--- src/sv/mbcd_pkg.sv ---
// Shared types, constants and helper functions of the mouse button chord detector.
package mbcd_pkg;

  localparam int NUM_BUTTONS  = 5;
  localparam int NUM_SUFFIXES = 7;
  localparam int BTN_W        = 3;
  localparam int SUF_W        = 3;
  localparam int CHORD_W      = NUM_BUTTONS * NUM_SUFFIXES;
  localparam int CHORD_IDX_W  = $clog2(CHORD_W);
  localparam int MODE_W       = 2 * NUM_BUTTONS;
  localparam int HOLD_W       = 12;
  localparam int HOLDS_W      = HOLD_W * NUM_BUTTONS;
  localparam int CFG_DATA_W   = HOLDS_W;
  localparam int POS_W        = 16;
  localparam int DRAG_W       = 8;
  localparam int QUEUE_DEPTH  = 2;

  localparam logic [BTN_W-1:0] MIDDLE_BUTTON     = BTN_W'(2);
  localparam logic [SUF_W-1:0] WHEEL_UP_SUFFIX   = SUF_W'(NUM_BUTTONS);
  localparam logic [SUF_W-1:0] WHEEL_DOWN_SUFFIX = SUF_W'(NUM_BUTTONS + 1);
  localparam logic [DRAG_W-1:0] DRAG_RESET       = DRAG_W'(8);

  localparam logic [1:0] MODE_CLICK   = 2'd0;
  localparam logic [1:0] MODE_DISABLE = 2'd1;

  typedef enum logic [2:0] {
    CMD_DOWN          = 3'd0,
    CMD_UP            = 3'd1,
    CMD_MOVE          = 3'd2,
    CMD_WHEEL         = 3'd3,
    CMD_TICK          = 3'd4,
    CMD_FLUSH_DELIVER = 3'd5,
    CMD_FLUSH_DROP    = 3'd6
  } cmd_e;

  typedef enum logic [2:0] {
    KIND_DECISION = 3'd0,
    KIND_CLICK    = 3'd1,
    KIND_DOWN     = 3'd2,
    KIND_UP       = 3'd3,
    KIND_CHORD    = 3'd4,
    KIND_SINGLE   = 3'd5
  } kind_e;

  typedef enum logic [2:0] {
    CFG_ENABLE = 3'd0,
    CFG_DRAG   = 3'd1,
    CFG_CHORD  = 3'd2,
    CFG_MODES  = 3'd3,
    CFG_HOLDS  = 3'd4
  } cfg_idx_e;

  typedef enum logic [1:0] {
    PH_IDLE     = 2'd0,
    PH_PENDING  = 2'd1,
    PH_CONSUMED = 2'd2,
    PH_PASS     = 2'd3
  } phase_e;

  typedef enum logic [2:0] {
    OP_NOP,
    OP_DOWN,
    OP_UP,
    OP_MOVE,
    OP_WHEEL,
    OP_TICK,
    OP_FLUSH_DLV,
    OP_FLUSH_DROP
  } op_e;

  typedef enum logic [2:0] {
    SEQ_IDLE,
    SEQ_PRE,
    SEQ_WALK,
    SEQ_POST,
    SEQ_DEC
  } seq_e;

  typedef struct packed {
    op_e                     op;
    logic [BTN_W-1:0]        btn;
    logic signed [POS_W-1:0] pos_x;
    logic signed [POS_W-1:0] pos_y;
    logic signed [POS_W-1:0] wheel;
  } op_t;

  typedef struct packed {
    logic                enable;
    logic [DRAG_W-1:0]   drag;
    logic [CHORD_W-1:0]  chord_map;
    logic [MODE_W-1:0]   modes;
    logic [HOLDS_W-1:0]  holds;
  } cfg_t;

  typedef struct packed {
    kind_e             kind;
    logic [BTN_W-1:0]  which;
    logic [SUF_W-1:0]  suffix;
    logic [POS_W-1:0]  amount;
    logic              swallow;
    logic              last;
  } res_t;

  function automatic logic chord_mapped(logic [CHORD_W-1:0] map, logic [BTN_W-1:0] p,
                                        logic [SUF_W-1:0] s);
    int idx;
    idx = int'(p) * NUM_SUFFIXES + int'(s);
    if (p == MIDDLE_BUTTON || {1'b0, p} == {1'b0, s} || idx >= CHORD_W) begin
      return 1'b0;
    end
    return map[CHORD_IDX_W'(idx)];
  endfunction

  function automatic logic [1:0] single_mode(logic [MODE_W-1:0] modes, logic [BTN_W-1:0] b);
    return modes[int'(b) * 2 +: 2];
  endfunction

  function automatic logic is_armed(cfg_t cfg, logic [BTN_W-1:0] b);
    logic any;
    any = 1'b0;
    for (int s = 0; s < NUM_SUFFIXES; s++) begin
      any |= chord_mapped(cfg.chord_map, b, SUF_W'(s));
    end
    return (b != MIDDLE_BUTTON) && (single_mode(cfg.modes, b) != MODE_CLICK || any);
  endfunction

  function automatic res_t mk_res(kind_e kind, logic [BTN_W-1:0] which,
                                  logic [SUF_W-1:0] suffix, logic [POS_W-1:0] amount);
    res_t r;
    r.kind    = kind;
    r.which   = which;
    r.suffix  = suffix;
    r.amount  = amount;
    r.swallow = 1'b0;
    r.last    = 1'b0;
    return r;
  endfunction

endpackage

--- src/sv/mbcd_if.sv ---
// Channel interfaces: mouse events in, results out, configuration writes.
interface mbcd_evt_if;
  logic               valid;
  logic               ready;
  logic [2:0]         cmd;
  logic [2:0]         button;
  logic signed [15:0] pos_x;
  logic signed [15:0] pos_y;
  logic signed [15:0] wheel_delta;
  modport source (output valid, cmd, button, pos_x, pos_y, wheel_delta, input ready);
  modport sink (input valid, cmd, button, pos_x, pos_y, wheel_delta, output ready);
endinterface

interface mbcd_res_if;
  logic        valid;
  logic        ready;
  logic [2:0]  kind;
  logic [2:0]  which_button;
  logic [2:0]  suffix;
  logic [15:0] amount;
  logic        swallow;
  logic        last;
  modport source (output valid, kind, which_button, suffix, amount, swallow, last,
                  input ready);
  modport sink (input valid, kind, which_button, suffix, amount, swallow, last,
                output ready);
endinterface

interface mbcd_cfg_if;
  logic        valid;
  logic        ready;
  logic [2:0]  index;
  logic [59:0] data;
  modport source (output valid, index, data, input ready);
  modport sink (input valid, index, data, output ready);
endinterface

--- src/sv/mbcd_front.sv ---
// Front end: classifies incoming mouse events and queues them for the sequencer.
module mbcd_front (
  input  logic           clk_i,
  input  logic           rst_ni,
  mbcd_evt_if.sink       evt_i,
  output mbcd_pkg::op_t  op_o,
  output logic           op_valid_o,
  input  logic           op_pop_i
);
  import mbcd_pkg::*;

  localparam int PTR_W = $clog2(QUEUE_DEPTH);
  localparam int CNT_W = $clog2(QUEUE_DEPTH + 1);

  op_t              slot_q [QUEUE_DEPTH];
  logic [PTR_W-1:0] wr_ptr_q, rd_ptr_q;
  logic [CNT_W-1:0] count_q;
  op_t              dec;
  logic             push;
  logic             btn_ok;

  assign btn_ok = evt_i.button < BTN_W'(NUM_BUTTONS);

  always_comb begin
    dec.btn   = evt_i.button;
    dec.pos_x = evt_i.pos_x;
    dec.pos_y = evt_i.pos_y;
    dec.wheel = evt_i.wheel_delta;
    unique case (evt_i.cmd)
      CMD_DOWN:          dec.op = btn_ok ? OP_DOWN : OP_NOP;
      CMD_UP:            dec.op = btn_ok ? OP_UP : OP_NOP;
      CMD_MOVE:          dec.op = OP_MOVE;
      CMD_WHEEL:         dec.op = OP_WHEEL;
      CMD_TICK:          dec.op = OP_TICK;
      CMD_FLUSH_DELIVER: dec.op = OP_FLUSH_DLV;
      CMD_FLUSH_DROP:    dec.op = OP_FLUSH_DROP;
      default:           dec.op = OP_NOP;
    endcase
  end

  assign evt_i.ready = count_q != CNT_W'(QUEUE_DEPTH);
  assign push        = evt_i.valid && evt_i.ready;
  assign op_valid_o  = count_q != '0;
  assign op_o        = slot_q[rd_ptr_q];

  always_ff @(posedge clk_i or negedge rst_ni) begin
    if (!rst_ni) begin
      wr_ptr_q <= '0;
      rd_ptr_q <= '0;
      count_q  <= '0;
    end else begin
      if (push) wr_ptr_q <= wr_ptr_q + 1'b1;
      if (op_pop_i) rd_ptr_q <= rd_ptr_q + 1'b1;
      count_q <= count_q + CNT_W'(push) - CNT_W'(op_pop_i);
    end
  end

  always_ff @(posedge clk_i) begin
    if (push) slot_q[wr_ptr_q] <= dec;
  end

endmodule

--- src/sv/mbcd_back.sv ---
// Back end: per-button sequencer that walks the buttons and emits result beats.
module mbcd_back (
  input  logic           clk_i,
  input  logic           rst_ni,
  input  mbcd_pkg::cfg_t cfg_i,
  input  mbcd_pkg::op_t  op_i,
  input  logic           op_valid_i,
  output logic           op_pop_o,
  mbcd_res_if.source     res_o
);
  import mbcd_pkg::*;

  seq_e                    state_q, state_d;
  op_t                     cur_q;
  logic [BTN_W-1:0]        cnt_q;
  logic                    sw_q;
  phase_e                  phase_q [NUM_BUTTONS];
  logic [HOLD_W-1:0]       hold_q [NUM_BUTTONS];
  logic [NUM_BUTTONS-1:0]  sr_q;
  logic signed [POS_W-1:0] ax_q [NUM_BUTTONS];
  logic signed [POS_W-1:0] ay_q [NUM_BUTTONS];
  logic                    out_valid_q;
  res_t                    res_q;

  logic              out_free, advance, walk_last;
  logic [BTN_W-1:0]  idx;
  phase_e            ph;
  logic [HOLD_W-1:0] hold;
  logic              active;

  // step actions
  logic              emit, done, sw_we, sw_wd;
  res_t              emit_res;
  logic              ph_we, hold_we, anc_we, sr_we, sr_wd;
  phase_e            ph_wd;
  logic [HOLD_W-1:0] hold_wd;
  logic [BTN_W-1:0]  sr_idx;

  // wheel and move arithmetic
  logic signed [POS_W:0] dx, dy, wd;
  logic [POS_W:0]        adx, ady;
  logic [POS_W-1:0]      mag;
  logic [SUF_W-1:0]      wsuf;
  logic                  beyond;

  assign out_free  = !out_valid_q || res_o.ready;
  assign advance   = (state_q != SEQ_IDLE) && out_free;
  assign walk_last = cnt_q == BTN_W'(NUM_BUTTONS - 1);
  assign idx       = (state_q == SEQ_WALK) ? cnt_q : cur_q.btn;
  assign ph        = phase_q[idx];
  assign hold      = hold_q[idx];
  assign active    = (ph == PH_PENDING) || (ph == PH_CONSUMED);
  assign op_pop_o  = (state_q == SEQ_IDLE) && op_valid_i;

  assign dx     = (POS_W+1)'(cur_q.pos_x) - (POS_W+1)'(ax_q[idx]);
  assign dy     = (POS_W+1)'(cur_q.pos_y) - (POS_W+1)'(ay_q[idx]);
  assign adx    = dx[POS_W] ? (POS_W+1)'(-dx) : (POS_W+1)'(dx);
  assign ady    = dy[POS_W] ? (POS_W+1)'(-dy) : (POS_W+1)'(dy);
  assign beyond = (adx > (POS_W+1)'(cfg_i.drag)) || (ady > (POS_W+1)'(cfg_i.drag));
  assign wd     = (POS_W+1)'(cur_q.wheel);
  assign mag    = POS_W'(wd[POS_W] ? -wd : wd);
  assign wsuf   = wd[POS_W] ? WHEEL_DOWN_SUFFIX : WHEEL_UP_SUFFIX;

  // Action of the current step
  always_comb begin
    emit     = 1'b0;
    emit_res = mk_res(KIND_DECISION, '0, '0, '0);
    done     = 1'b0;
    sw_we    = 1'b0;
    sw_wd    = 1'b0;
    ph_we    = 1'b0;
    ph_wd    = PH_IDLE;
    hold_we  = 1'b0;
    hold_wd  = '0;
    anc_we   = 1'b0;
    sr_we    = 1'b0;
    sr_wd    = 1'b0;
    sr_idx   = cur_q.btn;
    unique case (state_q)
      SEQ_PRE: begin
        if (cur_q.op == OP_DOWN) begin
          if (ph != PH_IDLE) begin
            ph_we   = 1'b1;
            hold_we = 1'b1;
            if (ph == PH_PASS) begin
              emit     = 1'b1;
              emit_res = mk_res(KIND_UP, idx, '0, '0);
            end
          end
          sr_we = 1'b1;
          done  = !cfg_i.enable;
        end else begin
          done  = 1'b1;
          sw_we = 1'b1;
          if (sr_q[idx]) begin
            sr_we = 1'b1;
            sw_wd = 1'b1;
          end else begin
            unique case (ph)
              PH_PENDING: begin
                ph_we   = 1'b1;
                hold_we = 1'b1;
                sw_wd   = 1'b1;
                if (single_mode(cfg_i.modes, idx) == MODE_CLICK) begin
                  emit     = 1'b1;
                  emit_res = mk_res(KIND_CLICK, idx, '0, '0);
                end else if (single_mode(cfg_i.modes, idx) != MODE_DISABLE) begin
                  emit     = 1'b1;
                  emit_res = mk_res(KIND_SINGLE, idx, '0, '0);
                end
              end
              PH_CONSUMED: begin
                ph_we   = 1'b1;
                hold_we = 1'b1;
                sw_wd   = 1'b1;
              end
              PH_PASS: ph_we = 1'b1;
              default: ;
            endcase
          end
        end
      end
      SEQ_WALK: begin
        priority case (cur_q.op)
          OP_DOWN, OP_WHEEL: begin
            if (cur_q.op == OP_DOWN && idx == cur_q.btn) begin
            end else if (active && cfg_i.enable &&
                         chord_mapped(cfg_i.chord_map, idx,
                                      (cur_q.op == OP_DOWN) ? cur_q.btn : wsuf)) begin
              emit     = 1'b1;
              emit_res = (cur_q.op == OP_DOWN) ? mk_res(KIND_CHORD, idx, cur_q.btn, '0)
                                               : mk_res(KIND_CHORD, idx, wsuf, mag);
              ph_we    = 1'b1;
              ph_wd    = PH_CONSUMED;
              hold_we  = 1'b1;
              sr_we    = (cur_q.op == OP_DOWN);
              sr_wd    = 1'b1;
              sw_we    = 1'b1;
              sw_wd    = 1'b1;
              done     = 1'b1;
            end else if (ph == PH_PENDING) begin
              emit     = 1'b1;
              emit_res = mk_res(KIND_DOWN, idx, '0, '0);
              ph_we    = 1'b1;
              ph_wd    = PH_PASS;
              hold_we  = 1'b1;
            end
          end
          OP_MOVE: begin
            if (ph == PH_PENDING && beyond) begin
              emit     = 1'b1;
              emit_res = mk_res(KIND_DOWN, idx, '0, '0);
              ph_we    = 1'b1;
              ph_wd    = PH_PASS;
              hold_we  = 1'b1;
            end
          end
          OP_TICK: begin
            if (ph == PH_PENDING && hold != '0) begin
              hold_we = 1'b1;
              hold_wd = hold - 1'b1;
              if (hold == HOLD_W'(1)) begin
                emit     = 1'b1;
                emit_res = mk_res(KIND_DOWN, idx, '0, '0);
                ph_we    = 1'b1;
                ph_wd    = PH_PASS;
              end
            end
          end
          default: begin
            // flush: release passthrough buttons, optionally deliver held clicks
            ph_we   = 1'b1;
            hold_we = 1'b1;
            sr_we   = 1'b1;
            sr_idx  = idx;
            if (ph == PH_PASS) begin
              emit     = 1'b1;
              emit_res = mk_res(KIND_UP, idx, '0, '0);
            end else if (ph == PH_PENDING && cur_q.op == OP_FLUSH_DLV) begin
              emit     = 1'b1;
              emit_res = mk_res(KIND_CLICK, idx, '0, '0);
            end
          end
        endcase
      end
      SEQ_POST: begin
        done = 1'b1;
        if (is_armed(cfg_i, idx)) begin
          ph_we   = 1'b1;
          ph_wd   = PH_PENDING;
          hold_we = 1'b1;
          hold_wd = cfg_i.holds[int'(idx) * HOLD_W +: HOLD_W];
          anc_we  = 1'b1;
          sw_we   = 1'b1;
          sw_wd   = 1'b1;
        end
      end
      SEQ_DEC: begin
        emit_res         = mk_res(KIND_DECISION, '0, '0, '0);
        emit_res.swallow = sw_q;
        emit_res.last    = 1'b1;
      end
      default: ;
    endcase
  end

  // Next state
  always_comb begin
    state_d = state_q;
    unique case (state_q)
      SEQ_IDLE: begin
        if (op_valid_i) begin
          priority case (op_i.op)
            OP_NOP:        state_d = SEQ_DEC;
            OP_DOWN, OP_UP: state_d = SEQ_PRE;
            OP_WHEEL:      state_d = (op_i.wheel == '0) ? SEQ_DEC : SEQ_WALK;
            default:       state_d = SEQ_WALK;
          endcase
        end
      end
      SEQ_PRE: if (advance) state_d = done ? SEQ_DEC : SEQ_WALK;
      SEQ_WALK: begin
        if (advance) begin
          if (done) state_d = SEQ_DEC;
          else if (walk_last) state_d = (cur_q.op == OP_DOWN) ? SEQ_POST : SEQ_DEC;
        end
      end
      SEQ_POST: if (advance) state_d = SEQ_DEC;
      SEQ_DEC:  if (advance) state_d = SEQ_IDLE;
      default:  state_d = SEQ_IDLE;
    endcase
  end

  always_ff @(posedge clk_i or negedge rst_ni) begin
    if (!rst_ni) begin
      state_q     <= SEQ_IDLE;
      cnt_q       <= '0;
      sw_q        <= 1'b0;
      sr_q        <= '0;
      out_valid_q <= 1'b0;
      for (int b = 0; b < NUM_BUTTONS; b++) begin
        phase_q[b] <= PH_IDLE;
        hold_q[b]  <= '0;
      end
    end else begin
      state_q <= state_d;
      if (op_pop_o) begin
        cnt_q <= '0;
        sw_q  <= 1'b0;
      end else if (advance) begin
        if (state_q == SEQ_WALK) cnt_q <= cnt_q + 1'b1;
        if (sw_we) sw_q <= sw_wd;
        if (ph_we) phase_q[idx] <= ph_wd;
        if (hold_we) hold_q[idx] <= hold_wd;
        if (sr_we) sr_q[sr_idx] <= sr_wd;
      end
      if (advance && (emit || state_q == SEQ_DEC)) out_valid_q <= 1'b1;
      else if (res_o.ready) out_valid_q <= 1'b0;
    end
  end

  always_ff @(posedge clk_i) begin
    if (op_pop_o) cur_q <= op_i;
    if (advance && anc_we) begin
      ax_q[idx] <= cur_q.pos_x;
      ay_q[idx] <= cur_q.pos_y;
    end
    if (advance && (emit || state_q == SEQ_DEC)) res_q <= emit_res;
  end

  assign res_o.valid        = out_valid_q;
  assign res_o.kind         = res_q.kind;
  assign res_o.which_button = res_q.which;
  assign res_o.suffix       = res_q.suffix;
  assign res_o.amount       = res_q.amount;
  assign res_o.swallow      = res_q.swallow;
  assign res_o.last         = res_q.last;

endmodule

--- src/sv/mouse_button_chord_detector.sv ---
// Top level: configuration registers, front queue and back sequencer.
// Every mouse event beat yields zero or more side beats (injected click, down or
// up, chord action, single action) followed by exactly one decision beat with
// last set, whose swallow bit says whether the original event is suppressed.
// Events enter a two-deep queue, so the source can run ahead of the sequencer.
// The sequencer handles one event at a time, in steps: it takes the event from the
// queue, handles the pressed or released button, walks the buttons one by one
// for commands that look at all buttons (five here), arms a new press, and
// emits the decision. Later steps stall while a result sink with ready low
// still holds an earlier result beat.
// Configuration writes are always accepted; write only while no event is in
// flight. A write to an index beyond the last register is dropped.
module mouse_button_chord_detector (
  input  logic        clk_i,
  input  logic        rst_ni,
  mbcd_evt_if.sink    evt_i,
  mbcd_cfg_if.sink    cfg_i,
  mbcd_res_if.source  res_o
);
  import mbcd_pkg::*;

  cfg_t cfg_q;
  op_t  op;
  logic op_valid, op_pop;

  assign cfg_i.ready = 1'b1;

  // register file; each write takes the low bits of the data beat
  always_ff @(posedge clk_i or negedge rst_ni) begin
    if (!rst_ni) begin
      cfg_q <= '{enable: 1'b0, drag: DRAG_RESET, chord_map: '0, modes: '0, holds: '0};
    end else if (cfg_i.valid) begin
      unique case (cfg_i.index)
        CFG_ENABLE: cfg_q.enable    <= cfg_i.data[0];
        CFG_DRAG:   cfg_q.drag      <= cfg_i.data[DRAG_W-1:0];
        CFG_CHORD:  cfg_q.chord_map <= cfg_i.data[CHORD_W-1:0];
        CFG_MODES:  cfg_q.modes     <= cfg_i.data[MODE_W-1:0];
        CFG_HOLDS:  cfg_q.holds     <= cfg_i.data[HOLDS_W-1:0];
        default: ;
      endcase
    end
  end

  mbcd_front u_front (
    .clk_i      (clk_i),
    .rst_ni     (rst_ni),
    .evt_i      (evt_i),
    .op_o       (op),
    .op_valid_o (op_valid),
    .op_pop_i   (op_pop)
  );

  mbcd_back u_back (
    .clk_i      (clk_i),
    .rst_ni     (rst_ni),
    .cfg_i      (cfg_q),
    .op_i       (op),
    .op_valid_i (op_valid),
    .op_pop_o   (op_pop),
    .res_o      (res_o)
  );

`ifndef SYNTHESIS
  // the decision beat and only the decision beat closes an event
  assert property (@(posedge clk_i) disable iff (!rst_ni)
    res_o.valid |-> (res_o.last == (res_o.kind == KIND_DECISION)))
    else $error("last flag does not match decision kind");

  // side beats never carry a swallow
  assert property (@(posedge clk_i) disable iff (!rst_ni)
    res_o.valid && !res_o.last |-> !res_o.swallow)
    else $error("swallow set on a side beat");

  // the sequencer only takes from a non-empty queue
  assert property (@(posedge clk_i) disable iff (!rst_ni)
    op_pop |-> op_valid)
    else $error("pop from empty event queue");
`endif

endmodule
--- src/flat_wrapper.sv ---
// flat-port wrapper written by rule: the top's interface ports become plain ports
module mouse_button_chord_detector_flat import mbcd_pkg::*;
  (clk_i, rst_ni, evt_i_valid, evt_i_cmd, evt_i_button, evt_i_pos_x, evt_i_pos_y, evt_i_wheel_delta, evt_i_ready, cfg_i_valid, cfg_i_index, cfg_i_data, cfg_i_ready, res_o_valid, res_o_kind, res_o_which_button, res_o_suffix, res_o_amount, res_o_swallow, res_o_last, res_o_ready);
  mbcd_evt_if evt_i_i ();
  mbcd_cfg_if cfg_i_i ();
  mbcd_res_if res_o_i ();
  input  logic clk_i;
  input  logic rst_ni;
  input wire logic [$bits(evt_i_i.valid)-1:0] evt_i_valid;
  input wire logic [$bits(evt_i_i.cmd)-1:0] evt_i_cmd;
  input wire logic [$bits(evt_i_i.button)-1:0] evt_i_button;
  input wire logic [$bits(evt_i_i.pos_x)-1:0] evt_i_pos_x;
  input wire logic [$bits(evt_i_i.pos_y)-1:0] evt_i_pos_y;
  input wire logic [$bits(evt_i_i.wheel_delta)-1:0] evt_i_wheel_delta;
  output wire logic [$bits(evt_i_i.ready)-1:0] evt_i_ready;
  input wire logic [$bits(cfg_i_i.valid)-1:0] cfg_i_valid;
  input wire logic [$bits(cfg_i_i.index)-1:0] cfg_i_index;
  input wire logic [$bits(cfg_i_i.data)-1:0] cfg_i_data;
  output wire logic [$bits(cfg_i_i.ready)-1:0] cfg_i_ready;
  output wire logic [$bits(res_o_i.valid)-1:0] res_o_valid;
  output wire logic [$bits(res_o_i.kind)-1:0] res_o_kind;
  output wire logic [$bits(res_o_i.which_button)-1:0] res_o_which_button;
  output wire logic [$bits(res_o_i.suffix)-1:0] res_o_suffix;
  output wire logic [$bits(res_o_i.amount)-1:0] res_o_amount;
  output wire logic [$bits(res_o_i.swallow)-1:0] res_o_swallow;
  output wire logic [$bits(res_o_i.last)-1:0] res_o_last;
  input wire logic [$bits(res_o_i.ready)-1:0] res_o_ready;
  assign evt_i_i.valid = evt_i_valid;
  assign evt_i_i.cmd = evt_i_cmd;
  assign evt_i_i.button = evt_i_button;
  assign evt_i_i.pos_x = evt_i_pos_x;
  assign evt_i_i.pos_y = evt_i_pos_y;
  assign evt_i_i.wheel_delta = evt_i_wheel_delta;
  assign evt_i_ready = evt_i_i.ready;
  assign cfg_i_i.valid = cfg_i_valid;
  assign cfg_i_i.index = cfg_i_index;
  assign cfg_i_i.data = cfg_i_data;
  assign cfg_i_ready = cfg_i_i.ready;
  assign res_o_valid = res_o_i.valid;
  assign res_o_kind = res_o_i.kind;
  assign res_o_which_button = res_o_i.which_button;
  assign res_o_suffix = res_o_i.suffix;
  assign res_o_amount = res_o_i.amount;
  assign res_o_swallow = res_o_i.swallow;
  assign res_o_last = res_o_i.last;
  assign res_o_i.ready = res_o_ready;
  mouse_button_chord_detector u_core (.clk_i(clk_i), .rst_ni(rst_ni), .evt_i(evt_i_i), .cfg_i(cfg_i_i), .res_o(res_o_i));
endmodule
--- config.mk ---
export PLATFORM = sky130hd
export DESIGN_NAME = mouse_button_chord_detector_flat
export DESIGN_NICKNAME = d
export VERILOG_FILES = /design/src/sv/mbcd_pkg.sv /design/src/sv/mbcd_if.sv /design/src/sv/mbcd_front.sv /design/src/sv/mbcd_back.sv /design/src/sv/mouse_button_chord_detector.sv /design/src/flat_wrapper.sv
export SDC_FILE = /design/constraint.sdc
export NUM_CORES = 1
export LEC_CHECK = 0
export BUFFER_PORTS_ARGS = -buffer_cell sky130_fd_sc_hd__buf_2
export CORE_ASPECT_RATIO = 1.2
export CORE_MARGIN = 8
export CORE_UTILIZATION = 45
export CTS_CLUSTER_DIAMETER = 150
export CTS_CLUSTER_SIZE = 10
export DETAILED_ROUTE_END_ITERATION = 6
export MAX_ROUTING_LAYER = met4
export PLACE_DENSITY = 0.66
export SLEW_MARGIN = 25
export SYNTH_ARGS = -nofsm -noshare
export SYNTH_HDL_FRONTEND = slang
export SYNTH_HIERARCHICAL = 1
export SYNTH_SLANG_ARGS = --single-unit
export TNS_END_PERCENT = 10
--- constraint.sdc ---
create_clock -name clk_i -period 9.9 [get_ports clk_i]
set_input_delay 0.495 -clock clk_i [delete_from_list [all_inputs] [get_ports clk_i]]
set_output_delay 0.495 -clock clk_i [all_outputs]
set_load 0.02 [all_outputs]
; ---- Word level (Yosys, flattened, before mapping)
; Memories as Yosys holds them, arrays and structs flattened.
; Cells that the tools add are included.
[op_classes]
muxes = 199
n_eq_ne = 44
bitwise_logic = 8
n_addsub = 18
div = 0
reduce_logical = 69
order_cmp = 24
shift = 2
multipliers = 2
[ops]
columns = operator, count
row1 = "greater-or-equal comparator 32 x 7 -> 1 bit, second input constant", 7
row2 = two-way mux 27 bit, 7
row3 = two-way mux 26 bit, 7
row4 = one-hot mux 27 bit (3 select lines), 2
row5 = two-way mux 1 bit, 110
row6 = two-way mux 12 bit, 6
row7 = "adder 32 x 3 -> 32 bit, second input constant", 2
row8 = "adder 32 x 4 -> 32 bit, second input constant", 2
row9 = "< comparator 6 x 8 -> 1 bit, second input constant", 8
row10 = bitwise mux 60 bit, 1
row11 = variable part select 60 x 8 -> 12 bit, 1
row12 = two-way mux 3 bit, 17
row13 = binary-select mux 1 bit (select 6 bit), 8
row14 = "equality test 3 bit, second input constant", 13
row15 = binary-select mux 12 bit (select 3 bit), 1
row16 = demux 12 bit (select 3 bit), 1
row17 = greater-than comparator 17 x 8 -> 1 bit, 2
row18 = two-way mux 17 bit, 2
row19 = negator 17 bit, 2
row20 = subtractor 16 x 16 -> 17 bit, 2
row21 = "adder 32 x 2 -> 32 bit, second input constant", 1
row22 = adder 32 x 4 -> 32 bit, 1
row23 = "equality test 3 x 2 -> 1 bit, second input constant", 10
row24 = two-way mux 25 bit, 1
row25 = other kinds (60), 152
[word_totals]
in_bits = 122
reg_bits = 282
ramBits = 268
mem_count = 3
output_inout_bits = 30
latch_bits = 0
mem_bits_ro = 0
[memory_table]
columns = name, words, word_bits, read_ports, rd_ports_with_merged_regs, write_ports, line_no
row1 = u_core.u_front.slot_q, 2, 54, 1, 0, 1, mbcd_front.sv:15  ; op_t slot_q [QUEUE_DEPTH];
row2 = u_core.u_back.ax_q, 5, 16, 1, 0, 1, mbcd_back.sv:20  ; logic signed [POS_W-1:0] ax_q [NUM_BUTTONS];
row3 = u_core.u_back.ay_q, 5, 16, 1, 0, 1, mbcd_back.sv:21  ; logic signed [POS_W-1:0] ay_q [NUM_BUTTONS];

; ---- Longest topological paths before layout
; Gate-level depths: netlist (run 1).
[logic_depth]
ltp_word = 23
mapped_depth = 34
depth_no_buf = 28

; ---- Modules after synthesis
; Netlist (run 1), hierarchy kept.
[by_module_without_submodules]
columns = mod, instances, cells_per_inst, area_each_um2
row1 = mbcd_back, 1, 1775, 20541.0
row2 = mouse_button_chord_detector, 1, 248, 4728.3
row3 = mbcd_front, 1, 193, 4384.2

; ---- Worst setup path after synthesis (run 1)
; Ideal clock, no wire load.
[synth_path]
kind = register to register
startpoint = register u_core.u_back.state_q[0]
endpoint = memory u_core.u_back.ax_q[0][0], enable pin
required_time_ps = 9479
setup_time_ps = 421
synth_period_minus_slack_ps = 8498
arrival_ps = 8077
stages_incl_launch_ff = 25
n_path_buf = 9
path_slack_ps = 1402
path_cell_list = dfrtp_1 clkbuf_1 nor3b_2 mux2_2 buf_1 clkbuf_1 clkbuf_1 buf_1 fa_1 inv_1 ha_1 clkbuf_1 inv_2 ha_1 xnor2_1 clkbuf_1 mux2i_1 mux4_2 mux4_2 nand2_1 o21a_1 o31ai_1 buf_2 buf_2 nor2_1
[synth_via]
elab_chain_cells = 23
elab_cells_between_ends = 104
[synth_rtl]
columns = item, line_no
row1 = from (decl), mbcd_back.sv:13  ; seq_e state_q, state_d;
row2 = from (signal assigned), mbcd_back.sv:246  ; state_q <= state_d;
row3 = equality test 3 x 2 -> 1 bit, mbcd_back.sv:49  ; assign idx = (state_q == SEQ_WALK) ? cnt_q : cur_q.btn;
row4 = two-way mux 3 bit, mbcd_back.sv:49
row5 = multiplier 3 x 3 -> 6 bit, mbcd_pkg.sv:107  ; idx = int'(p) * NUM_SUFFIXES + int'(s);
row6 = adder 32 x 2 -> 32 bit, mbcd_pkg.sv:107
row7 = greater-or-equal comparator 32 x 7 -> 1 bit, mbcd_pkg.sv:108  ; if (p == MIDDLE_BUTTON || {1'b0, p} == {1'b0, s} || idx >= CHORD_W) begin
row8 = logical OR 1 bit, mbcd_pkg.sv:108
row9 = two-way mux 1 bit, mbcd_pkg.sv:108
row10 = two-way mux 1 bit, mbcd_back.sv:79  ; unique case (state_q)
row11 = [... 2 more ...], --
row12 = bitwise OR 1 bit (6 in a row), mbcd_pkg.sv:122  ; any |= chord_mapped(cfg.chord_map, b, SUF_W'(s));
row13 = logical OR 1 bit, mbcd_pkg.sv:124  ; return (b != MIDDLE_BUTTON) && (single_mode(cfg.modes, b) != MODE_CLICK || any);
row14 = logical AND 1 bit, mbcd_pkg.sv:124
row15 = two-way mux 1 bit, mbcd_back.sv:188  ; if (is_armed(cfg_i, idx)) begin
row16 = two-way mux 1 bit, mbcd_back.sv:79
row17 = logical AND 1 bit, mbcd_back.sv:264  ; if (advance && anc_we) begin
row18 = two-way mux 1 bit, mbcd_back.sv:264
row19 = two-way mux 1 bit (not written as such), mbcd_back.sv:265  ; ax_q[idx] <= cur_q.pos_x;
row20 = to (decl), mbcd_back.sv:20
; Parallel ways exist; a longest one is shown, timed or not. The select of a mux whose other input is x is not followed.

; ---- Worst setup path in the final report (run 1)
[layout_path]
startpoint = register u_core.u_back.state_q[2]
endpoint = register u_core.u_back.res_q, in the netlist u_core/u_back/res_o.kind[0], enable pin
[layout_via]
elab_chain_cells = 21
elab_cells_between_ends = 80
[layout_rtl]
columns = item, line_no
row1 = equality test 3 x 2 -> 1 bit, "mbcd_back.sv:49, mbcd_back.sv:79"
row2 = two-way mux 3 bit, mbcd_back.sv:49
row3 = multiplier 3 x 3 -> 6 bit, mbcd_pkg.sv:107
row4 = adder 32 x 4 -> 32 bit, mbcd_pkg.sv:107
row5 = greater-or-equal comparator 32 x 7 -> 1 bit, mbcd_pkg.sv:108
row6 = logical OR 1 bit, mbcd_pkg.sv:108
row7 = two-way mux 1 bit, mbcd_pkg.sv:108
row8 = two-way mux 1 bit, mbcd_back.sv:126  ; if (cur_q.op == OP_DOWN && idx == cur_q.btn) begin
row9 = [... 5 more ...], --
row10 = two-way mux 1 bit, mbcd_back.sv:79
row11 = logical AND 1 bit, mbcd_back.sv:127  ; end else if (active && cfg_i.enable &&
row12 = two-way mux 1 bit, mbcd_back.sv:127
row13 = two-way mux 1 bit, mbcd_back.sv:126
row14 = one-hot mux 1 bit (3 select lines), mbcd_back.sv:124  ; priority case (cur_q.op)
row15 = one-hot mux 1 bit (2 select lines), mbcd_back.sv:79
row16 = logical OR 1 bit, mbcd_back.sv:268  ; if (advance && (emit || state_q == SEQ_DEC)) res_q <= emit_res;
row17 = logical AND 1 bit (*), mbcd_back.sv:268
row18 = to (signal assigned), mbcd_back.sv:268
row19 = to (decl), mbcd_back.sv:23  ; res_t res_q;
; Mark *: on every way between the ends. The rest lies on a longest branch, timed or not. The select of a mux whose other input is x is not followed.
; A chain may end at the register's enable or synchronous reset.

==> flow_summary.json, run 1 <==
{
  "synth_edf_count": 349,
  "core_area_sq_um": 65470,
  "seq_area_frac_synth_pct": 52.31,
  "grt_usage_pct": 20.16,
  "dr.pass1.iters": 5,
  "drc_errors": 0,
  "placement.io_buffers": 150,
  "worst_pin_slew_ps": 984.7,
  "cts_sinks": 550,
  "clk_pin_slew_worst_paths_ps": 70,
  "routedWlPerCell_um": 22.92,
  "cts_buffers": 60,
  "rows": 103,
  "viasPerCell": 5.838,
  "tns_ps": 0,
  "die_h_um": 297.2,
  "worstSkewPairLatency_ps": 650,
  "layout_common_cells": "349 x edfxtp_1, 199 x dfrtp_1, 149 x buf_2, 149 x mux2i_1, 140 x mux2_4",
  "io_pins": 152,
  "num-nets-final": 2593,
  "rsz0062_at_grt": "false",
  "grt_max_degree": 98,
  "critPathMaxFanout": 25,
  "final_common_cell": "edfxtp_1",
  "fin_crit_sh_pct": 84.58,
  "drv_cap": 0,
  "start_kind": "flop",
  "synth_ff_type": "edfxtp_1",
  "drv_slew": 0,
  "grt_first_pass_wirelength_mm": 115.8,
  "synth_seq_cells": 550,
  "die_x_um": 250.3,
  "place.gp.congestion": 0.9387,
  "cp-end-kind": "flop",
  "antenna_found_initial": 2,
  "area_growth_syn_to_layout_pct": 11.60,
  "wirelength_mm": 74.87,
  "crit_type": "reg2reg",
  "relSlewSlack_pct": 33.43,
  "cts_max_path_buffers": 3,
  "grt_pass1_vias": 19860,
  "initial_utilization_pct": 45.29,
  "yosys_warnings": 6,
  "max_freq_mhz": 119.4,
  "finalHoldViolCount": 0,
  "dpl.hpwl_mm": 52.82,
  "slowest_delay_ps": 620,
  "cp_slowest_cell": "or4_1",
  "grt-ovfl-total": 0,
  "drive_gt1_share_pct": 23.18,
  "crit_start": "u_core/u_back/state_q[2]",
  "synth_area_per_cell_sq_um": 13.38,
  "skew_ps": 50.74,
  "arrival_ps": 8710,
  "dr.first_iter.drc_count": 1631,
  "async_flop_share_pct": 36.55,
  "syn_inst": 2216,
  "cp.required_ps": 10240,
  "worstReg2RegStart": "u_core/u_back/state_q[2]",
  "antenna_left": 0,
  "finalSetupViolations": 0,
  "layout_setup_ws_ps": 1526,
  "hold_path.class": "in2reg",
  "root_buffer": "clkbuf_16",
  "cpLargestDelayFamily": "compound AO/OA/AOI/OAI gates",
  "post-place-ws_ps": 1710,
  "path_buf_inv": 3,
  "ys_types": 99,
  "synth_nets": 2429,
  "crit_path_frequent_cell": "nand2_1",
  "post_cts_buffers": 0,
  "cts_tree": "yes",
  "layout_min_cycle_time_ps": 8374,
  "final_core_util_pct": 50.55,
  "vias": 19070,
  "die_area_sq_um": 74400,
  "status": "finished clean",
  "hold_path.startpoint": "evt_i_pos_y[10]",
  "synth_area_sq_um": 29650,
  "htreeDepth": 2
}
[synthesized netlist by cell type (all sizes together) (28+ instances only)]
cell type	instances	share of area (%)
buf	57	1.8
ha	85	3.6
clkbuf	49	0.62
o21ai	71	1.3
xnor2	52	1.6
dfrtp	200	17
nor3	28	0.47
edfxtp	349	35
a21oi	89	1.7
mux2	183	8.7
nand2	138	1.7
mux2i	149	5.0
inv	106	1.4
mux4	83	6.3
nor2	98	1.2
xor2	31	0.92
nand3	47	0.81
[worst reg2reg max path, delay by kind of cell (launching register included)]
| family | cells | cell delay [ps] |
|---|---|---|
| AOI/OAI and AO/OA | 12 | 3810 |
| and+or+nand+nor | 8 | 1660 |
| adders and majority gates | 3 | 920 |
| buffers and inverters | 3 | 570 |
| DFF | 1 | 540 |
| muxes | 1 | 430 |
| xor gates and xnor gates | 1 | 170 |
[layer usage]
layer | vias up | wire length [um] | global-route usage, % | part of all wire (%)
li1 | 8744 | - | - | -
met1 | 9506 | 30140 | 23.66 | 40
met2 | 615 | 37760 | 34.20 | 50
met3 | 202 | 3465 | 2.813 | 4.6
met4 | 0 | 3508 | 9.277 | 4.7
met5 | - | 0 | - | 0
[final cells by class]
cell class | count | area (sq um)
Inverter | 106 | 400.4
Antenna cell | 2 | 5.005
Multi-Input combinational cell | 1454 | 13120
Tap cell | 840 | 1051
Sequential cell | 550 | 15510
Clock inverter | 3 | 68.82
Timing Repair Buffer | 208 | 1270
Fill cell | 5587 | 32370
Clock buffer | 103 | 1663
[final timing paths]
kind,endpoint,slack (ps),depth (start not counted)
min in group asynchronous,u_core/u_back/cnt_q[2],560,2
worst max register to register,u_core/u_back/res_o.kind[0],1530,28
max in group asynchronous,u_core/cfg_q[75],7400,4
worst max-delay path,u_core/u_back/res_o.kind[0],1530,28
worst min-delay path,u_core/u_front/slot_q[0][26],50,1
worst min register to register,u_core/u_back/hold_q[14],490,1
[logic make-up (layout without fill, tap and decap cells)]
| logic type | Yosys count | in the layout | share of synthesized area (%) |
|---|---|---|---|
| xor+xnor | 83 | 83 | 2.477 |
| fa+ha+maj | 91 | 91 | 3.992 |
| buf+inv | 212 | 420 | 3.772 |
| flops | 550 | 550 | 52.31 |
| simple gates | 471 | 471 | 8.181 |
| other cells | 1 | 3 | 0.01265 |
| mux | 415 | 415 | 20.04 |
| compound gates | 393 | 393 | 9.215 |
[per-stage QoR]
stage	cells	cell area (sq um)	hold slack, ps
floorplan	2216	29650	199.4
global placement	3138	31150	467.6
detailed placement	3138	31150	473.5
CTS	3264	33080	1.937
global route	3266	33090	16.20
finish	3266	33090	46.44
[sequential cells by signal (all words and copies together), names as in the netlist, 2 cells and up]
signal and flops:
u_core/cfg_q 114, u_core/u_back/ax_q 80, u_core/u_back/ay_q 80, u_core/u_back/cnt_q 3, u_core/u_back/cur_q 54, u_core/u_back/hold_q 60, u_core/u_back/phase_q 10, u_core/u_back/res_o.amount 16
u_core/u_back/res_o.kind 3, u_core/u_back/res_o.suffix 3, u_core/u_back/res_o.which_button 3, u_core/u_back/sr_q 5, u_core/u_back/state_q 3, u_core/u_front/count_q 2, u_core/u_front/slot_q 108
[what timing repair did]
action,in CTS,in global routing
hold buffers,20,0
endpoints found under the hold margin,43,0
gates resized for setup,0,0
Power of run 1 is left out: the tool's default activity adds up to more than one toggle a clock period on the data nets, which glitch-free logic cannot reach.
==> inputs of run 2 (changes only) <==
Clock period 9.9 ns to 7.97 ns, I/O delays scaled along.
==> run 2 against run 1 <==
Clock skew shrank 18 ps. Critical path depth is 3 lower. Setup slack lost 1000 ps. Largest cell class unchanged.
==> flow_summary.json, run 2 (synthesis gave the netlist of run 1 again) <==
{
  "status": "finished clean",
  "stdcell_count": 3365,
  "rows": 103,
  "drc_errors": 0,
  "grt_pass1_vias": 20680,
  "arrival_ps": 7980,
  "place_inst": 3184,
  "io_pins": 152,
  "layout_min_cycle_time_ps": 7484,
  "drive_gt1_share_pct": 24.18,
  "routedWlPerCell_um": 23.04,
  "reg2reg_slack_ps": 490,
  "dr.pass1.iters": 6,
  "grt-ovfl-total": 0,
  "layout_setup_ws_ps": 485.8,
  "max_freq_mhz": 133.6,
  "top_regs": "u_core/cfg_q: 114 flops, u_core/u_front/slot_q: 108 flops",
  "vias": 19720,
  "dpl.hpwl_mm": 55.01,
  "core_area_sq_um": 65470,
  "slowest_delay_ps": 660,
  "num-nets-final": 2706,
  "path_buf_inv": 2,
  "cp_num_cells": 25,
  "crit_type": "reg2reg",
  "cts_sinks": 550,
  "root_buffer": "clkbuf_16",
  "placement.io_buffers": 150,
  "worst_pin_slew_ps": 1077,
  "post-place-ws_ps": 259.4,
  "finalSetupViolations": 0,
  "worstSkewPairLatency_ps": 650,
  "rsz0062_at_grt": "false",
  "die_area_sq_um": 74400,
  "relSlewSlack_pct": 28.18,
  "grt_first_pass_wirelength_mm": 121.1,
  "cts_tree": "yes",
  "cp.required_ps": 8460,
  "viasPerCell": 5.862,
  "grt_max_degree": 76,
  "layout_common_cells": "349 x edfxtp_1, 198 x dfrtp_1, 149 x buf_2, 149 x mux2i_1, 140 x mux2_4",
  "drv_slew": 0,
  "initial_utilization_pct": 45.29,
  "clk_pin_slew_worst_paths_ps": 60,
  "fin_crit_sh_pct": 93.90,
  "area_growth_syn_to_layout_pct": 15.37,
  "die_x_um": 250.3,
  "largest-register": "u_core/cfg_q",
  "hold_path.class": "in2reg",
  "antenna_found_initial": 2,
  "cp_slowest_cell": "or4_1",
  "die_h_um": 297.2,
  "cts_max_path_buffers": 3,
  "largest_register_ffs": 114,
  "htreeDepth": 2,
  "antenna_left": 0,
  "finalHoldViolCount": 0,
  "cts_buffers": 60,
  "reg2regPathDepth": 25,
  "cpLargestDelayFamily": "compound AO/OA/AOI/OAI gates",
  "whs_ps": 26.91,
  "skew_ps": 32.88,
  "wirelength_mm": 77.53,
  "final_common_cell": "edfxtp_1",
  "worstHoldPathCells": 2,
  "critPathMaxFanout": 17,
  "dr.first_iter.drc_count": 1589,
  "grt_usage_pct": 21.07,
  "start_kind": "flop",
  "cp-end-kind": "flop",
  "place.gp.congestion": 0.9256,
  "drv_cap": 0
}
[run 2: metrics by stage]
step	area, sq um	setup TNS, ps	util (%)
after floorplan	29650	-94650	-
after global placement	31520	0	48.15
after detailed placement	31620	0	48.30
after CTS	34180	0	52.21
after global routing	34210	0	52.26
final	34210	0	52.26
[run 2: routing by layer]
layer,GRT usage [%],wire length (um),up-vias
met3,3.032,3638,154
met2,35.72,39470,637
li1,-,-,8959
met4,7.905,2740,0
met5,-,0,-
met1,25.44,31680,9974
[run 2: final cells by class]
type | count | area (sq um)
timing repair buffer | 321 | 2419
clock buffer | 89 | 1610
inverter | 106 | 400.4
clock inverter | 3 | 76.32
fill | 5508 | 31260
sequential | 550 | 15520
antenna | 2 | 5.005
multi-input combinational | 1454 | 13130
tap | 840 | 1051
[run 2: timing repair]
| action | 4_1_cts | 5_1_grt |
|---|---|---|
| endpoints found under the hold margin | 212 | 0 |
| buffers inserted | 0 | 0 |
| endpoints found under the setup margin | 0 | 99 |
| hold buffers | 87 | 0 |
| resized for setup | 0 | 6 |
[run 2: final timing paths]
| check | to | from |
|---|---|---|
| worst max-delay path | u_core/u_back/hold_q[10] | u_core/u_back/state_q[1] |
| worst min-delay path | u_core/cfg_q[19] | cfg_i_data[19] |
| worst max register to register | u_core/u_back/hold_q[10] | u_core/u_back/state_q[1] |
| worst min register to register | u_core/u_back/phase_q[1] | u_core/u_back/phase_q[1] |
| max in group asynchronous | u_core/u_back/hold_q[35] | rst_ni |
| min in group asynchronous | u_core/cfg_q[94] | rst_ni |
[run 2: worst register-to-register path: stages, from the launching register on]
cell,delay (ps)
dfrtp_1,520
or3b_1,470
a21o_4,370
mux4_2,370
nand2_1,80
nand2_1,60
ha_1,160
inv_1,60
fa_1,400
a211oi_1,390
o21a_1,250
a21oi_1,190
o31a_2,470
nor2_1,170
xor2_1,180
ha_1,290
a2111oi_0,540
o21a_1,190
o22ai_1,80
a2111oi_0,330
nand4_1,150
or4_1,660
o21ai_4,420
a21oi_4,160
buf_4,210
mux2i_1,130
Power of run 2 is left out for the same reason.
==> inputs of run 3 (changes only) <==
Settings changed: CELL_PAD_IN_SITES_DETAIL_PLACEMENT from default to 1, CELL_PAD_IN_SITES_GLOBAL_PLACEMENT from default to 2, CORE_UTILIZATION 45 to 44, PLACE_DENSITY 0.66 to 0.84.
==> run 3 against run 2 <==
Highest routed layer unchanged. Via count is 0.17% lower. Sequential share of layout area up 0.45 points. Critical path type unchanged. Count of clock-buffer cells in the layout down 8. Global-route usage up 0.91 points. Routed wire length increased by 5.0%. Critical path depth increased by 3. Register-to-register slack better by 40 ps. Sequential cell count unchanged. Final cell count rose by 0.33%. Fmax rose by 0.59%. Final area is 0.98% lower. Utilization decreased by 1.6 points.
==> flow_summary.json, run 3 (synthesis gave the netlist of run 1 again) <==
{
  "root_buffer": "clkbuf_16",
  "htreeDepth": 2,
  "worstHoldPathCells": 2,
  "slowest_delay_ps": 650,
  "fillCellCount": 6794,
  "start_kind": "flop",
  "wirelength_mm": 81.41,
  "tns_ps": 0,
  "io_pins": 152,
  "rows": 104,
  "drv_slew": 0,
  "reg2regPathDepth": 28,
  "worstSkewPairLatency_ps": 650,
  "initial_utilization_pct": 44.34,
  "cp-end-kind": "flop",
  "status": "finished clean",
  "layout_common_cells": "349 x edfxtp_1, 198 x dfrtp_1, 149 x buf_2, 149 x mux2i_1, 140 x mux2_4",
  "layout_setup_ws_ps": 529.5,
  "clk_pin_slew_worst_paths_ps": 60,
  "final_common_cell": "edfxtp_1",
  "grt_first_pass_wirelength_mm": 128.8,
  "die_x_um": 253.0,
  "grt_max_degree": 102,
  "whs_ps": 33.45,
  "grt_usage_pct": 21.98,
  "post_cts_buffers": 0,
  "antenna_found_initial": 1,
  "dr.first_iter.drc_count": 1123,
  "cts_tree": "yes",
  "placement.io_buffers": 150,
  "num-nets-final": 2666,
  "top_regs": "u_core/cfg_q: 114 flops, u_core/u_front/slot_q: 108 flops",
  "routedWlPerCell_um": 24.11,
  "rsz0062_at_grt": "false",
  "dpl.hpwl_mm": 57.83,
  "cts_max_path_buffers": 3,
  "finalSetupViolations": 0,
  "post-place-ws_ps": 325.1,
  "core_area_sq_um": 66880,
  "grt-ovfl-total": 0,
  "largest-register": "u_core/cfg_q",
  "path_buf_inv": 1,
  "reg2reg_slack_ps": 530,
  "cts_sinks": 550,
  "vias": 19690,
  "fin_crit_sh_pct": 93.36,
  "grt_pass1_vias": 21800,
  "largest_register_ffs": 114,
  "finalHoldViolCount": 0,
  "die_area_sq_um": 75990,
  "drc_errors": 0,
  "cp.required_ps": 8310,
  "die_h_um": 300.4,
  "arrival_ps": 7780,
  "skew_ps": 47.84,
  "area_growth_syn_to_layout_pct": 14.23,
  "relSlewSlack_pct": 35.46,
  "cpLargestDelayFamily": "compound AO/OA/AOI/OAI gates",
  "cp_num_cells": 28,
  "worst_pin_slew_ps": 959.3,
  "place.gp.congestion": 0.9249,
  "layout_min_cycle_time_ps": 7440,
  "crit_type": "reg2reg",
  "drv_cap": 0,
  "cts_buffers": 61,
  "dr.pass1.iters": 5,
  "max_freq_mhz": 134.4,
  "hold_path.class": "in2reg",
  "antenna_left": 0,
  "viasPerCell": 5.833,
  "drive_gt1_share_pct": 24.05,
  "cp_slowest_cell": "or4_1",
  "critPathMaxFanout": 18
}
run 3: cell types whose count changed in the layout (fill, tap and decap cells not counted), moves of 2 or more:
cell / delta
buf_12: -3
buf_4: -12
buf_6: -2
clkbuf_1: -10
clkbuf_16: +2
dlygate4sd3_1: -24
run 3: final cells by class:
type | count | area [sq um] | area share [%]
multi-input cells | 1454 | 13130 | 38.76
flip-flops and latches | 550 | 15520 | 45.81
inverters | 106 | 400.4 | 1.182
diodes | 1 | 2.502 | 0.007387
well taps | 901 | 1127 | 3.328
repair buffers | 280 | 2006 | 5.921
clock buffers | 81 | 1623 | 4.791
clock inverters | 3 | 68.82 | 0.2032
run 3: path summary, 6_finish.rpt:
check / from / end
worst max register to register: u_core/u_back/state_q[1] / u_core/u_back/res_o.which_button[2]
worst min-delay path: cfg_i_data[36] / u_core/cfg_q[36]
max in group asynchronous: rst_ni / u_core/u_back/hold_q[53]
worst min register to register: u_core/u_back/phase_q[5] / u_core/u_back/phase_q[5]
worst max-delay path: u_core/u_back/state_q[1] / u_core/u_back/res_o.which_button[2]
min in group asynchronous: rst_ni / u_core/cfg_q[98]
run 3: timing repair:
item | in CTS | in global routing
setup endpoints to repair | 0 | 89
gates resized for setup | 0 | 4
hold endpoints to repair | 213 | 0
hold buffers | 63 | 0
run 3: metal layers:
| layer | wire (um) | share of wire, % | vias up | GRT usage, % |
|---|---|---|---|---|
| met1 | 33240 | 41 | 10070 | 26.24 |
| li1 | - | - | 8866 | - |
| met5 | 0 | 0 | - | - |
| met3 | 3595 | 4.4 | 198 | 2.935 |
| met2 | 40990 | 50 | 553 | 37.13 |
| met4 | 3585 | 4.4 | 0 | 9.568 |
run 3: per-stage QoR:
step           util [%]  instances  instance area [sq um]
2_1_floorplan         -       2216                  29650
3_3_place_gp      47.14       3228                  31530
3_5_place_dp      47.15       3228                  31540
4_1_cts           50.62       3375                  33860
5_1_grt           50.65       3376                  33870
6_report          50.65       3376                  33870
Power of run 3 is left out for the same reason.
